$ cat src/sv/stack_access_address_check_macros.svh
// assertion helpers for the stack access address check
`ifndef STACK_ACCESS_ADDRESS_CHECK_MACROS_SVH
`define STACK_ACCESS_ADDRESS_CHECK_MACROS_SVH

// same-cycle implication, off while in reset
`define SACC_ASSERT_NOW(label, ante, cons, msg) \
  label: assert property (@(posedge clk) disable iff (!rst_n) (ante) |-> (cons)) \
    else $error(msg);

// next-cycle implication, off while in reset
`define SACC_ASSERT_NEXT(label, ante, cons, msg) \
  label: assert property (@(posedge clk) disable iff (!rst_n) (ante) |=> (cons)) \
    else $error(msg);

`endif

$ cat src/sv/sacc_pkg.sv
package sacc_pkg;

  localparam int unsigned AddrW = 32;

  localparam logic [15:0] TypeMask  = 16'h009E;
  localparam logic [15:0] TypeWant  = 16'h0092;
  localparam int unsigned BBitPos   = 14;
  localparam int unsigned HalfW     = 16;

  typedef enum logic [1:0] {
    CFG_PRESENT = 2'd0,
    CFG_RIGHTS  = 2'd1,
    CFG_BASE    = 2'd2,
    CFG_LIMIT   = 2'd3
  } cfg_reg_e;

  typedef enum logic {
    FUNC_PUSH = 1'b0,
    FUNC_POP  = 1'b1
  } func_e;

  typedef struct packed {
    logic             func;
    logic [AddrW-1:0] stack_pointer;
    logic [2:0]       operand_size;
  } in_word_t;

  typedef struct packed {
    logic             ok;
    logic [AddrW-1:0] lin_addr;
    logic [AddrW-1:0] next_stack_pointer;
  } out_word_t;

  // after pointer update and offset selection
  typedef struct packed {
    logic             valid;
    logic             pre_ok;
    logic             pop_ovf;
    logic [1:0]       size_m1;
    logic [AddrW-1:0] offset;
    logic [AddrW-1:0] next_sp;
  } prep_t;

  // after limit compare and base add
  typedef struct packed {
    logic             valid;
    logic             ok;
    logic [1:0]       size_m1;
    logic [AddrW:0]   linear;
    logic [AddrW-1:0] next_sp;
  } span_t;

endpackage

$ cat src/sv/stack_access_address_check.sv
// Stack access address check. One word is taken on every clock where start is high;
// busy stays low, so a new access may be issued each cycle. Each access gives one
// result word on out_word, marked by out_valid for a single cycle, once it has passed
// pointer update, limit compare with base add, then the address-space overflow check,
// which each take one register stage. The result cannot be held off, so it must be
// captured when out_valid is high. Descriptor registers are written through
// cfg_we/cfg_index/cfg_data and should only change while no access is in flight.
// A fault returns ok low with zero address and pointer.
`include "stack_access_address_check_macros.svh"

module stack_access_address_check (
  input  logic                         clk,
  input  logic                         rst_n,
  input  logic                         start,
  output logic                         busy,
  input  sacc_pkg::in_word_t           in_word,
  output logic                         out_valid,
  output sacc_pkg::out_word_t          out_word,
  input  logic                         cfg_we,
  input  logic [1:0]                   cfg_index,
  input  logic [sacc_pkg::AddrW-1:0]   cfg_data
);
  import sacc_pkg::*;

  logic             desc_present_r;
  logic [15:0]      desc_rights_r;
  logic [AddrW-1:0] desc_base_r;
  logic [AddrW-1:0] desc_limit_r;
  logic             in_valid;
  prep_t            prep;
  span_t            span;

  assign busy     = 1'b0;
  assign in_valid = start && !busy;

  always_ff @(posedge clk) begin
    if (!rst_n) begin
      desc_present_r <= 1'b0;
      desc_rights_r  <= '0;
      desc_base_r    <= '0;
      desc_limit_r   <= '0;
    end else if (cfg_we) begin
      unique case (cfg_reg_e'(cfg_index))
        CFG_PRESENT: desc_present_r <= cfg_data[0];
        CFG_RIGHTS:  desc_rights_r  <= cfg_data[15:0];
        CFG_BASE:    desc_base_r    <= cfg_data;
        CFG_LIMIT:   desc_limit_r   <= cfg_data;
        default:     ;
      endcase
    end
  end

  sacc_prep u_prep (
    .clk                (clk),
    .rst_n              (rst_n),
    .in_valid           (in_valid),
    .in_word            (in_word),
    .desc_present       (desc_present_r),
    .desc_access_rights (desc_rights_r),
    .prep               (prep)
  );

  sacc_span u_span (
    .clk        (clk),
    .rst_n      (rst_n),
    .prep       (prep),
    .desc_base  (desc_base_r),
    .desc_limit (desc_limit_r),
    .span       (span)
  );

  sacc_resolve u_resolve (
    .clk       (clk),
    .rst_n     (rst_n),
    .span      (span),
    .out_valid (out_valid),
    .out_word  (out_word)
  );

  `SACC_ASSERT_NEXT(a_latency, start && !busy, ##1 span.valid ##1 out_valid, "accepted word did not reach the output in three cycles")
  `SACC_ASSERT_NOW(a_fault_zero, out_valid && !out_word.ok, out_word.lin_addr == '0 && out_word.next_stack_pointer == '0, "fault result carries nonzero address or pointer")
  `SACC_ASSERT_NOW(a_ok_desc, out_valid && out_word.ok, desc_present_r && ((desc_rights_r & TypeMask) == TypeWant), "access allowed with a bad descriptor")

endmodule

$ cat src/sv/sacc_prep.sv
module sacc_prep (
  input  logic               clk,
  input  logic               rst_n,
  input  logic               in_valid,
  input  sacc_pkg::in_word_t in_word,
  input  logic               desc_present,
  input  logic [15:0]        desc_access_rights,
  output sacc_pkg::prep_t    prep
);
  import sacc_pkg::*;

  logic             big;
  logic             size_ok;
  logic             pop;
  logic [AddrW-1:0] sp;
  logic [AddrW-1:0] size_ext;
  logic [AddrW-1:0] push_sp;
  logic [AddrW:0]   pop_sum;
  logic [HalfW-1:0] pop_lo;
  prep_t            prep_nxt;
  prep_t            prep_r;

  always_comb begin
    sp       = in_word.stack_pointer;
    pop      = (in_word.func == FUNC_POP);
    big      = desc_access_rights[BBitPos];
    size_ok  = (in_word.operand_size == 3'd2) || (in_word.operand_size == 3'd4);
    size_ext = {{(AddrW-3){1'b0}}, in_word.operand_size};

    // 16-bit mode keeps the upper half and wraps the lower one
    push_sp  = sp - size_ext;
    if (!big) push_sp[AddrW-1:HalfW] = sp[AddrW-1:HalfW];
    pop_sum  = {1'b0, sp} + {1'b0, size_ext};
    pop_lo   = sp[HalfW-1:0] + size_ext[HalfW-1:0];

    prep_nxt.valid   = in_valid;
    prep_nxt.pre_ok  = desc_present
                       && ((desc_access_rights & TypeMask) == TypeWant)
                       && size_ok;
    prep_nxt.size_m1 = in_word.operand_size[1:0] - 2'd1;
    prep_nxt.pop_ovf = pop && big && pop_sum[AddrW];
    if (pop) begin
      prep_nxt.offset  = big ? sp : {{(AddrW-HalfW){1'b0}}, sp[HalfW-1:0]};
      prep_nxt.next_sp = big ? pop_sum[AddrW-1:0] : {sp[AddrW-1:HalfW], pop_lo};
    end else begin
      prep_nxt.offset  = big ? push_sp : {{(AddrW-HalfW){1'b0}}, push_sp[HalfW-1:0]};
      prep_nxt.next_sp = push_sp;
    end
  end

  always_ff @(posedge clk) begin
    if (!rst_n) begin
      prep_r <= '0;
    end else begin
      prep_r <= prep_nxt;
    end
  end

  assign prep = prep_r;

endmodule

$ cat src/sv/sacc_span.sv
module sacc_span (
  input  logic                  clk,
  input  logic                  rst_n,
  input  sacc_pkg::prep_t       prep,
  input  logic [sacc_pkg::AddrW-1:0] desc_base,
  input  logic [sacc_pkg::AddrW-1:0] desc_limit,
  output sacc_pkg::span_t       span
);
  import sacc_pkg::*;

  logic [AddrW:0] last;
  span_t          span_nxt;
  span_t          span_r;

  always_comb begin
    last             = {1'b0, prep.offset} + {{(AddrW-1){1'b0}}, prep.size_m1};
    span_nxt.valid   = prep.valid;
    span_nxt.ok      = prep.pre_ok && !prep.pop_ovf && (last <= {1'b0, desc_limit});
    span_nxt.size_m1 = prep.size_m1;
    span_nxt.linear  = {1'b0, desc_base} + {1'b0, prep.offset};
    span_nxt.next_sp = prep.next_sp;
  end

  always_ff @(posedge clk) begin
    if (!rst_n) begin
      span_r <= '0;
    end else begin
      span_r <= span_nxt;
    end
  end

  assign span = span_r;

endmodule

$ cat src/sv/sacc_resolve.sv
module sacc_resolve (
  input  logic                clk,
  input  logic                rst_n,
  input  sacc_pkg::span_t     span,
  output logic                out_valid,
  output sacc_pkg::out_word_t out_word
);
  import sacc_pkg::*;

  logic [AddrW+1:0] lin_end;
  logic             ok;
  logic             out_valid_r;
  out_word_t        out_word_nxt;
  out_word_t        out_word_r;

  always_comb begin
    // linear span must not run past the top of the address space
    lin_end = {1'b0, span.linear} + {{AddrW{1'b0}}, span.size_m1};
    ok      = span.ok && (lin_end[AddrW+1:AddrW] == 2'b00);
    out_word_nxt.ok                 = ok;
    out_word_nxt.lin_addr           = ok ? span.linear[AddrW-1:0] : '0;
    out_word_nxt.next_stack_pointer = ok ? span.next_sp : '0;
  end

  always_ff @(posedge clk) begin
    if (!rst_n) begin
      out_valid_r <= 1'b0;
    end else begin
      out_valid_r <= span.valid;
    end
    out_word_r <= out_word_nxt;
  end

  assign out_valid = out_valid_r;
  assign out_word  = out_word_r;

endmodule
$ cat config.mk
export PLATFORM = sky130hd
export DESIGN_NAME = stack_access_address_check
export DESIGN_NICKNAME = d
export VERILOG_FILES = /design/src/sv/sacc_pkg.sv /design/src/sv/stack_access_address_check.sv /design/src/sv/sacc_prep.sv /design/src/sv/sacc_span.sv /design/src/sv/sacc_resolve.sv
export VERILOG_INCLUDE_DIRS = /design/src /design/src/sv
export SDC_FILE = /design/constraint.sdc
export NUM_CORES = 1
export LEC_CHECK = 0
export BUFFER_PORTS_ARGS = -buffer_cell sky130_fd_sc_hd__buf_2
export CAP_MARGIN = 20
export CORE_MARGIN = 5
export CORE_UTILIZATION = 40
export CTS_BUF_LIST = sky130_fd_sc_hd__clkbuf_4 sky130_fd_sc_hd__clkbuf_8
export DETAILED_ROUTE_END_ITERATION = 12
export PLACE_DENSITY = 0.64
export SLEW_MARGIN = 20
export SYNTH_ARGS = -nofsm -noshare
export SYNTH_HDL_FRONTEND = slang
export SYNTH_SLANG_ARGS = --single-unit
export TNS_END_PERCENT = 5
$ cat constraint.sdc
create_clock -name clk -period 8.15 [get_ports clk]
set_input_delay 0 -clock clk [delete_from_list [all_inputs] [get_ports clk]]
set_output_delay 0 -clock clk [all_outputs]
set_load 0.01 [all_outputs]
# Yosys cells after proc, flatten, opt, wreduce, memory -nomap -nowiden
# Cells that the tools add are included.
[word_totals] rom_bits=0 ram_bits=0 register_bits=284 latch_bits=0 word_cells=53 input_bits=74 output_inout_bits=67 memories=0
[classes] n_shift=0 multipliers=0 mux=5 n_eq_ne=6 magnitude_cmp=1 reduce_logical=15 n_bitwise=0 n_div=0 n_addsub=7
[ops] cell="two-way mux 32 bit" count=3
[ops] cell="two-way mux 64 bit" count=1
[ops] cell="adder 33 x 2 -> 34 bit" count=1
[ops] cell="adder 32 x 2 -> 33 bit" count=1
[ops] cell="adder 32 x 3 -> 33 bit" count=1
[ops] cell="adder 32 x 32 -> 33 bit" count=1
[ops] cell="less-or-equal comparator 33 x 32 -> 1 bit" count=1
[ops] cell="subtractor 32 x 3 -> 32 bit" count=1
[ops] cell="adder 16 x 3 -> 16 bit" count=1
[ops] cell="two-way mux 16 bit" count=1
[ops] cell="AND reduction 2 bit" count=4
[ops] cell="logical AND 1 bit" count=7
[ops] cell="== test 5 bit (second input constant)" count=1
[ops] cell="== test 2 bit (second input constant)" count=2
[ops] cell="zero test 2 bit" count=2
[ops] cell="== test 3 x 2 -> 1 bit (second input constant)" count=1
[ops] cell="== test 3 bit (second input constant)" count=1
[ops] cell="== test 2 x 1 -> 1 bit (second input constant)" count=1
[ops] cell="subtractor 2 x 1 -> 2 bit (second input constant)" count=1
[ops] cell="zero test 1 bit" count=1
[ops] cell="logical OR 1 bit" count=1

# Logic depth before layout (Yosys ltp)
# Gate-level depths: netlist (run 1).
[logic_depth] depth_word=4 ltp_mapped=16

# Modules after synthesis
# From an unflattened synthesis (run 1), not the netlist that was laid out.
[unflattened] cells_unflattened=1510 hier_area_um2=13843.3
[by_module_without_submodules] module="sacc_span" cells_per_inst=624 area_per_inst_um2=5197.5 instances=1
[by_module_without_submodules] module="sacc_prep" cells_per_inst=431 area_per_inst_um2=3647.2 instances=1
[by_module_without_submodules] module="stack_access_address_check" cells_per_inst=303 area_per_inst_um2=3040.4 instances=1
[by_module_without_submodules] module="sacc_resolve" cells_per_inst=152 area_per_inst_um2=1958.1 instances=1

# Worst setup path before layout (run 1)
# Ideal clock, no wire load.
[synth_path] path_kind="register to register" startpoint="register u_prep.prep_r (netlist bit u_prep.prep[47])" endpoint="register u_span.span_r (netlist bit u_span.span[62])" setup_ns=0.115 t_required_ns=8.035 slack_ns=5.035 t_arrival_ns=2.999 stages_incl_launch_ff=13 path_buffers=1 cell_sequence="dfxtp_1 > ha_1 > clkbuf_1 > a21oi_1 > o21ai_0 > a211oi_1 > o21ai_0 > a221o_1 > a311o_1 > and4_1 > o31a_1 > or3_1 > and3_1"
[synth_between] elab_chain_cells=1
[synth_rtl] element="from (decl)" line_no="sacc_prep.sv:21" source="prep_t prep_r;"
[synth_rtl] element="from (signal assigned)" line_no="sacc_prep.sv:55" source="prep_r <= prep_nxt;"
[synth_rtl] element="adder 32 x 32 -> 33 bit" line_no="sacc_span.sv:20" source="span_nxt.linear = {1'b0, desc_base} + {1'b0, prep.offset};"
[synth_rtl] element="to (signal assigned)" line_no="sacc_span.sv:28" source="span_r <= span_nxt;"
[synth_rtl] element="to (decl)" line_no="sacc_span.sv:13" source="span_t span_r;"
# No other way between the ends.
# A chain may end at the register's enable or synchronous reset.

# Worst setup path after layout (run 1)
[layout_path] startpoint="register desc_base_r[0]" endpoint="register u_span.span_r (netlist bit u_span.span[62])"
[layout_between] elab_chain_cells=1
[layout_rtl] element="from (decl)" line_no="stack_access_address_check.sv:27" source="logic [AddrW-1:0] desc_base_r;"
[layout_rtl] element="from (signal assigned)" line_no="stack_access_address_check.sv:46" source="CFG_BASE: desc_base_r <= cfg_data;"
[layout_rtl] element="adder 32 x 32 -> 33 bit" line_no="sacc_span.sv:20"
# No other way between the ends.

==> impl_metrics.yaml, run 1 <==
run_status:
  status: "finished, final reports clean"
logic_synthesis:
  syn_avg_cell_area_sq_um: 9.04
  synthArstFlopShare: 0
  synth_ff_type: "dfxtp_1"
  yosysUniqueCellTypes: 66
  ys_seq_area_frac: 0.440
  synth_edf_count: 0
  synth_warnings: 0
  mappedNetlistNets: 1536
  synth-seq-cells: 275
  synthesis.area_sq_um: 12500
  syn-instance-count: 1383
clocking:
  cts_tree: "done"
  clockRootBuffer: "clkbuf_8"
  cts_resized: 0
  numCtsBuffers: 47
  cts_buffer_depth: 3
  clkTransAtPathRegs_ps: 60
  cts-htree-levels: 2
  clkSinkCount: 275
  insertion_delay_ps: 560
critical_path:
  start_kind: "register"
  r2r_cells: 13
  critPathCapture: "u_span.span[62]$_SDFF_PN0_"
  cp_data_arrival_time_ps: 4030
  endpoint_kind: "register"
  reg2reg_slack_ps: 4570
  worstReg2RegStart: "desc_base_r[0]$_SDFFE_PN0P_"
  cp_data_required_time_ps: 8600
  r2r-end: "u_span.span[62]$_SDFF_PN0_"
  critical_path.max_fanout: 4
  crit_type: "register to register"
  cp-startpoint: "desc_base_r[0]$_SDFFE_PN0P_"
min_path:
  hold_class: "primary input to register"
run:
  maxCapViolations: 0
power_and_ir_drop:
  p_comb_frac: 0.088
  p_int_uw: 2310
  clkPwrFrac: 0.445
  ir_drop_mv: 0.120
  seq_power_share: 0.468
  power.density_nw_per_um2: 195
  p_sw_uw: 715
  leakagePower_uw: 0.00675
  switching_share: 0.236
global_routing:
  grt_first_pass_wirelength_um: 50900
  grt_pass1_vias: 10233
  antenna_found_initial: 0
  grt_usage: 0.175
  overflow: 0
  grt_start_max_net_pins: 102
placement:
  pre_cts_slack_ps: 4630
  gp_congestion: 0.867
  hpwl_um: 22600
  portBuffers: 139
route:
  met3_length_um: 1290
  vias: 10010
  drtPass1Iterations: 6
  wire_per_inst_um: 15.0
  top_layer_used: "met4"
  routed_wl_um: 30700
  wl_met2_um: 14800
  viasPerCell: 4.91
  wl_met1_um: 13800
  drtIter0Drc: 424
  ant_nets: 0
  drc: 0
timing:
  hold_viol: 0
  fmax_mhz: 279
  period_share: 0.439
  final.setup_skew_ps: 17.7
  period_needed_ps: 3580
  setup_ws_ps: 4570
  rsz0062_at_grt: "false"
  slew_viol_final: 0
  fin_setup_tns_ps: 0
  relSlewSlack: 0.349
  setup_viol: 0
  tightestPinTransition_ps: 967
layout:
  nets: 1762
  drive_above_1_share: 0.150
  area_growth_pct: 23.9
die:
  die_h_um: 187
  coreArea_sq_um: 30700
  initial_utilization: 0.407
  ioPinCount: 141
  fp.dieArea_sq_um: 34900
  die_w_um: 187
  rows: 64
[repair_timing]
item,4_1_cts,5_1_grt
hold buffers,95,0
buffers inserted,0,0
hold endpoints to repair,139,0
[logic make-up after synthesis]
| group | after synthesis | share of synthesized area |
|---|---|---|
| AO/OA/AOI/OAI | 215 | 0.115 |
| XOR/XNOR | 106 | 0.0742 |
| adder cells (fa/ha/maj) | 79 | 0.0814 |
| buffers and inverters | 118 | 0.0371 |
| flip-flops | 275 | 0.440 |
| multiplexers | 9 | 0.00720 |
| other | 1 | 0.000300 |
| AND/OR/NAND/NOR | 580 | 0.245 |
[power groups by stage]
stage               Sequential, uW  Combinational [uW]  Clock, uW
finish                        1410                 265       1340
global route                  1420                 297       1460
detailed placement            1440                 227          0
floorplan                     1430                 158          0
global placement              1440                 223          0
CTS                           1410                 266       1390
[cells in the mapped netlist, types with 2 or more instances]
master / instances / area (sq um)
dfxtp_1: 275 / 5510
nand2_1: 185 / 694
and2_1: 163 / 1020
ha_1: 75 / 938
xnor2_1: 73 / 639
a21boi_0: 67 / 503
inv_1: 56 / 210
nor2_1: 55 / 206
clkbuf_1: 53 / 199
a21oi_1: 52 / 260
xor2_1: 33 / 289
nand3_1: 31 / 155
o21ai_0: 28 / 140
a21o_1: 27 / 203
nor2b_1: 24 / 150
nand4_1: 23 / 144
and3_1: 22 / 138
nor4_1: 14 / 87.6
nor3_1: 13 / 65.1
nand2b_1: 12 / 75.1
a211oi_1: 11 / 82.6
mux2i_1: 9 / 90.1
a31oi_1: 6 / 37.5
o21a_1: 6 / 45.0
or3_1: 6 / 37.5
buf_2: 5 / 25.0
and4_1: 4 / 35.0
fa_1: 4 / 80.1
nand4b_1: 4 / 35.0
or2_2: 3 / 18.8
or3_2: 3 / 22.5
a211o_1: 2 / 17.5
buf_4: 2 / 15.0
nand3b_1: 2 / 15.0
nor3b_1: 2 / 15.0
o21bai_1: 2 / 15.0
or4_1: 2 / 15.0
[routing by layer]
layer	GRT usage	up-vias
met2	0.302	212
met5	0	-
li1	-	5071
met3	0.0328	58
met4	0.0546	0
met1	0.221	4669
[critical path, stage by stage (launching register included)]
cell      delay [ps]
dfxtp_1          310
ha_1             210
inv_1             70
fa_1             200
nand2b_1         150
a21oi_1           90
o21ai_0          410
o21ai_0          240
a221o_1          400
a311o_1          410
and4_1           230
o31a_1           290
or3_1            300
and3_1           160
[layout make-up]
type                    instances  area [sq um]
inverters                      56           210
well taps                     396           495
repair buffers                239          1690
diodes                          1          2.50
multi-input cells             990          6560
clock inverters                16           169
flip-flops and latches        275          5510
clock buffers                  67           872
fillers                      2943         15300
[state kept, by name, indices dropped and copies added, names as in the netlist]
name and flops:
u_prep.prep 69, u_resolve.out_valid 1, desc_limit_r 32, u_span.span 69, desc_base_r 32, desc_rights_r 6
u_resolve.out_word 65, desc_present_r 1
[how the worst min path moves through the flow]
stage / start / to / cells past startpoint
after global routing: rst_n / u_prep.prep[17]$_SDFF_PN0_ / 2
after CTS: rst_n / u_prep.prep[17]$_SDFF_PN0_ / 2
final: rst_n / u_prep.prep[17]$_SDFF_PN0_ / 2
after floorplan: in_word[0] / u_prep.prep[64]$_SDFF_PN0_ / 1
after global placement: start / u_prep.prep[68]$_SDFF_PN0_ / 2
after detailed placement: start / u_prep.prep[68]$_SDFF_PN0_ / 2
[per-stage QoR]
stage               total power, uW  cell area [sq um]  std cells  hold slack, ps  utilization
CTS                            3070              15500       2039            42.4        0.504
floorplan                      1590              12500       1383            71.6            -
finish                         3020              15500       2040            36.2        0.504
detailed placement             1670              13500       1861             213        0.439
global placement               1660              13500       1861             209        0.439
global route                   3170              15500       2039            79.2        0.504
[layout by cell type, fill, tap and decap left out, drive strengths merged, types with 13 or more instances in the layout]
master and n:
dfxtp 275, nand2 185, and2 163, buf 144
dlygate4sd3 95, ha 75, xnor2 73, a21boi 67
clkbuf 67, inv 59, nor2 56, a21oi 52
xor2 33, nand3 31, o21ai 28, a21o 27
nor2b 25, nand4 23, and3 23, nor4 16
nor3 13
(Power assumes the default switching activity.)
==> run 2, diff against run 1 <==
clock period = 3.7 ns   (was 8.15 ns; I/O delays follow)
==> run 2 against run 1 <==
Compared with the run above:
- global-route usage down 0.37 points
- sequential power rose by 120%
- routed wire length decreased by 0.22%
- total power grew 120%
- sequential share of layout area decreased by 0.10 points
- critical path type is now primary input to register
- critical endpoint is now u_prep.prep[58]$_SDFF_PN0_
==> impl_metrics.yaml, run 2 (synthesis gave the netlist of run 1 again) <==
clocking:
  cts-htree-levels: 2
  clockRootBuffer: "clkbuf_8"
  clkTransAtPathRegs_ps: 60
  cts_buffer_depth: 3
  cts_tree: "done"
  clkSinkCount: 275
  insertion_delay_ps: 560
  numCtsBuffers: 47
critical_path:
  crit_slowest_cell: "dlygate4sd3_1"
  cp_cell_sequence: "dlygate4sd3_1, buf_2, or4_4, or4b_4, nor4_4, nor2b_2, or3b_1, or3_4, nor2_4, nand2_1, xor2_1, dlygate4sd3_1, nor2_1"
  cp_top_family: "simple AND/OR/NAND/NOR gates"
  cp_data_required_time_ps: 4130
  cp-startpoint: "in_word[16]"
  cp.buffers_inverters: 3
  start_kind: "primary input"
  critPathCapture: "u_prep.prep[58]$_SDFF_PN0_"
  cpPeakStageDelay_ps: 570
  r2r_cells: 13
  critical_path.max_fanout: 5
  reg2reg_slack_ps: 250
  crit_type: "primary input to register"
  crit_cells: 13
  r2r-end: "u_span.span[62]$_SDFF_PN0_"
  cp_data_arrival_time_ps: 3960
  endpoint_kind: "register"
  worstReg2RegStart: "desc_base_r[0]$_SDFFE_PN0P_"
  cp_common_cell: "dlygate4sd3_1"
timing:
  relSlewSlack: 0.389
  hold_viol: 0
  rsz0062_at_grt: "false"
  final.setup_skew_ps: 23.8
  slew_viol_final: 0
  period_needed_ps: 3530
  period_share: 0.954
  setup_viol: 0
  tightestPinTransition_ps: 909
  fin_setup_tns_ps: 0
  fmax_mhz: 283
  setup_ws_ps: 172
route:
  drtPass1Iterations: 4
  wire_per_inst_um: 15.0
  drc: 0
  vias: 10021
  viasPerCell: 4.90
  ant_nets: 0
  drtIter0Drc: 437
  routed_wl_um: 30600
layout:
  fin_util: 0.505
  final_cell_mix: "dfxtp_1, nand2_1, and2_1, buf_2, dlygate4sd3_1"
  nets: 1767
  layoutNonFillerInstCount: 2046
  antennaDiodeCount: 0
  drive_above_1_share: 0.156
  area_growth_pct: 24.3
  final_common_cell: "dfxtp_1"
power_and_ir_drop:
  leakagePower_uw: 0.00678
  seq_power_share: 0.476
  p_int_uw: 4970
  power.density_nw_per_um2: 421
  switching_share: 0.241
  p_sw_uw: 1580
  ir_drop_mv: 0.217
  clkPwrFrac: 0.434
  p_comb_frac: 0.090
placement:
  gp_congestion: 0.863
  place_inst: 1864
  hpwl_um: 22400
  pre_cts_slack_ps: 180
  portBuffers: 139
global_routing:
  grt_start_max_net_pins: 140
  overflow: 0
  grt_pass1_vias: 9944
  grt_usage: 0.171
  antenna_found_initial: 1
  grt_first_pass_wirelength_um: 50100
die:
  rows: 64
  coreArea_sq_um: 30700
  ioPinCount: 141
  fp.dieArea_sq_um: 34900
  die_w_um: 187
  die_h_um: 187
  initial_utilization: 0.407
min_path:
  hold_class: "primary input to register"
  worstHoldStart: "cfg_data[31]"
run:
  maxCapViolations: 0
run_status:
  status: "finished, final reports clean"
[run 2: stage by stage]
step	hold slack, ps	power, uW	instance area, sq um
after floorplan	71.6	3500	12500
after global placement	214	3670	13500
after detailed placement	213	3680	13500
after CTS	232	6630	15500
after global routing	245	6850	15500
final	265	6540	15500
[run 2: how the worst min path moves through the flow]
stage                               endpoint  slack, ps  cells past startpoint
6_report       desc_limit_r[31]$_SDFFE_PN0P_        270                      4
4_1_cts        desc_limit_r[31]$_SDFFE_PN0P_        230                      4
3_3_place_gp      u_prep.prep[68]$_SDFF_PN0_        210                      2
3_5_place_dp      u_prep.prep[68]$_SDFF_PN0_        210                      2
5_1_grt          desc_base_r[8]$_SDFFE_PN0P_        240                      4
2_1_floorplan     u_prep.prep[64]$_SDFF_PN0_         70                      1
[run 2: worst min-delay path: cells and delay by family]
family / cells / cell delay (ps)
compound gates: 1 / 60
buf+inv: 2 / 670
simple gates: 1 / 40
[run 2: power by group through the flow]
stage | logic, uW | clock network (uW) | registers [uW]
global route | 657 | 3070 | 3120
global placement | 496 | 0 | 3170
floorplan | 348 | 0 | 3160
detailed placement | 503 | 0 | 3180
finish | 589 | 2840 | 3110
CTS | 588 | 2930 | 3110
[run 2: final cells by class]
class	count	area, sq um
fill	2994	15200
multi-input combinational	990	6590
sequential	275	5510
timing repair buffer	244	1740
clock buffer	72	897
tap	396	495
inverter	56	210
clock inverter	13	104
[run 2: layer usage]
| layer | up-vias | wire length, um | global-route usage | part of all wire |
|---|---|---|---|---|
| li1 | 5086 | - | - | - |
| met1 | 4704 | 14100 | 0.219 | 0.46 |
| met2 | 182 | 14700 | 0.298 | 0.48 |
| met3 | 49 | 1250 | 0.0323 | 0.041 |
| met4 | 0 | 611 | 0.0404 | 0.020 |
| met5 | - | 0 | 0 | 0 |
[run 2: what timing repair did]
item | CTS | global route
setup buffers | 0 | 0
endpoints found under the hold margin | 146 | 0
hold buffers | 97 | 0
gates resized for setup | 0 | 6
endpoints found under the setup margin | 0 | 1
==> run 3, diff against run 2 <==
CORE_MARGIN = 2   (was 5)
CORE_UTILIZATION = 29   (was 40)
PLACE_DENSITY = 0.51   (was 0.64)
==> run 3 against run 2 <==
Compared with the run above:
- core utilization decreased by 14 points
- setup slack improved by 21 ps
- sequential share of layout area decreased by 0.68 points
- worst hold slack got worse by 120 ps
- register-to-register slack got worse by 60 ps
- largest cell class unchanged
- clock skew decreased by 12 ps
- combinational power increased by 1%
==> impl_metrics.yaml, run 3 (synthesis gave the netlist of run 1 again) <==
timing:
  tightestPinTransition_ps: 965
  final.setup_skew_ps: 11.4
  setup_viol: 0
  slew_viol_final: 0
  relSlewSlack: 0.351
  hold_ws_ps: 142
  period_needed_ps: 3510
  rsz0062_at_grt: "false"
  hold_viol: 0
  period_share: 0.948
  fin_setup_tns_ps: 0
  setup_ws_ps: 193
  fmax_mhz: 285
critical_path:
  cp-startpoint: "desc_base_r[0]$_SDFFE_PN0P_"
  worstReg2RegStart: "desc_base_r[0]$_SDFFE_PN0P_"
  start_kind: "register"
  crit_type: "register to register"
  endpoint_kind: "register"
  cp_data_required_time_ps: 4200
  cp_data_arrival_time_ps: 4000
  critical_path.max_fanout: 3
global_routing:
  antenna_found_initial: 0
  grt_start_max_net_pins: 75
  overflow: 0
  grt_pass1_vias: 10099
  grt_first_pass_wirelength_um: 51900
  grt_usage: 0.148
route:
  routed_wl_um: 33100
  drtPass1Iterations: 5
  drtIter0Drc: 434
  ant_nets: 0
  vias: 10026
  viasPerCell: 4.56
  wire_per_inst_um: 15.0
  drc: 0
layout:
  final_common_cell: "dfxtp_1"
  nFillCells: 4415
  seq_area_sq_um: 5510
  final_cell_mix: "dfxtp_1, nand2_1, and2_1, buf_2, dlygate4sd3_1"
  nets: 1776
  antennaDiodeCount: 0
  drive_above_1_share: 0.156
  final_area_sq_um: 15800
  fin_util: 0.370
  area_growth_pct: 26.7
  multi_input_area_sq_um: 6620
clocking:
  cts-htree-levels: 2
  clockRootBuffer: "clkbuf_8"
  clkTransAtPathRegs_ps: 60
  numCtsBuffers: 49
  postCtsSetupBuffers: 0
  insertion_delay_ps: 610
  cts_tree: "done"
  clkSinkCount: 275
  cts_buffer_depth: 3
placement:
  hpwl_um: 24800
  pre_cts_slack_ps: 125
  place_area_sq_um: 13700
  portBuffers: 139
  gp_congestion: 0.841
die:
  rows: 76
  die_h_um: 212
  coreArea_sq_um: 42800
  initial_utilization: 0.292
  fp.dieArea_sq_um: 44800
  ioPinCount: 141
  die_w_um: 212
run_status:
  status: "finished, final reports clean"
power_and_ir_drop:
  clkPwrFrac: 0.444
  p_comb_frac: 0.089
  leakagePower_uw: 0.00685
  p_int_uw: 5070
  ir_drop_mv: 0.184
  p_sw_uw: 1610
  seq_power_share: 0.467
  power.density_nw_per_um2: 421
  switching_share: 0.241
min_path:
  hold_class: "primary input to register"
  worstHoldStart: "start"
run:
  maxCapViolations: 0
-- run 3: what timing repair did --
item,CTS,global route
gates resized for setup,0,11
setup endpoints to repair,0,1
hold buffers,102,0
endpoints found under the hold margin,156,0
-- run 3: power groups by stage --
stage	clock [uW]	sequential [uW]	combinational (uW)
final	2960	3120	597
after CTS	3080	3120	600
after global placement	0	3180	506
after floorplan	0	3160	348
after global routing	3220	3120	669
after detailed placement	0	3180	510
-- run 3: critical path, stage by stage (launching register included) --
cell and delay (ps):
dfxtp_1 310, ha_1 210, inv_1 70, fa_1 210
nand2b_1 160, a21oi_1 90, o21ai_0 320, o21ai_0 230
a221o_1 410, a311o_1 410, and4_1 230, o31a_1 280
or3_1 290, and3_1 160
-- run 3: stage by stage --
| step | cells | total power [uW] |
|---|---|---|
| finish | 2201 | 6680 |
| detailed placement | 2016 | 3690 |
| global route | 2201 | 7010 |
| CTS | 2201 | 6790 |
| global placement | 2016 | 3680 |
| floorplan | 1383 | 3500 |
-- run 3: final cells by class --
cell class	instances	share of cell area
multi-input combinational	990	0.418
sequential	275	0.347
timing repair buffer	251	0.113
clock buffer	72	0.0578
tap	546	0.0431
inverter	56	0.0133
clock inverter	11	0.00726
-- run 3: final timing paths --
check	to	slack, ps	cells after the start
worst max-delay path	u_span.span[62]$_SDFF_PN0_	190	13
worst min-delay path	u_prep.prep[68]$_SDFF_PN0_	140	3
worst min register to register	u_resolve.out_word[29]$_SDFF_PN0_	420	1
worst max register to register	u_span.span[62]$_SDFF_PN0_	190	13
-- run 3: metal layers --
layer  up-vias  global-route usage  part of all wire
met4         0              0.0534             0.022
met1      4714               0.183              0.46
met2       161               0.255              0.49
met3        39              0.0279             0.035
li1       5112                   -                 -
met5         -                   0                 0
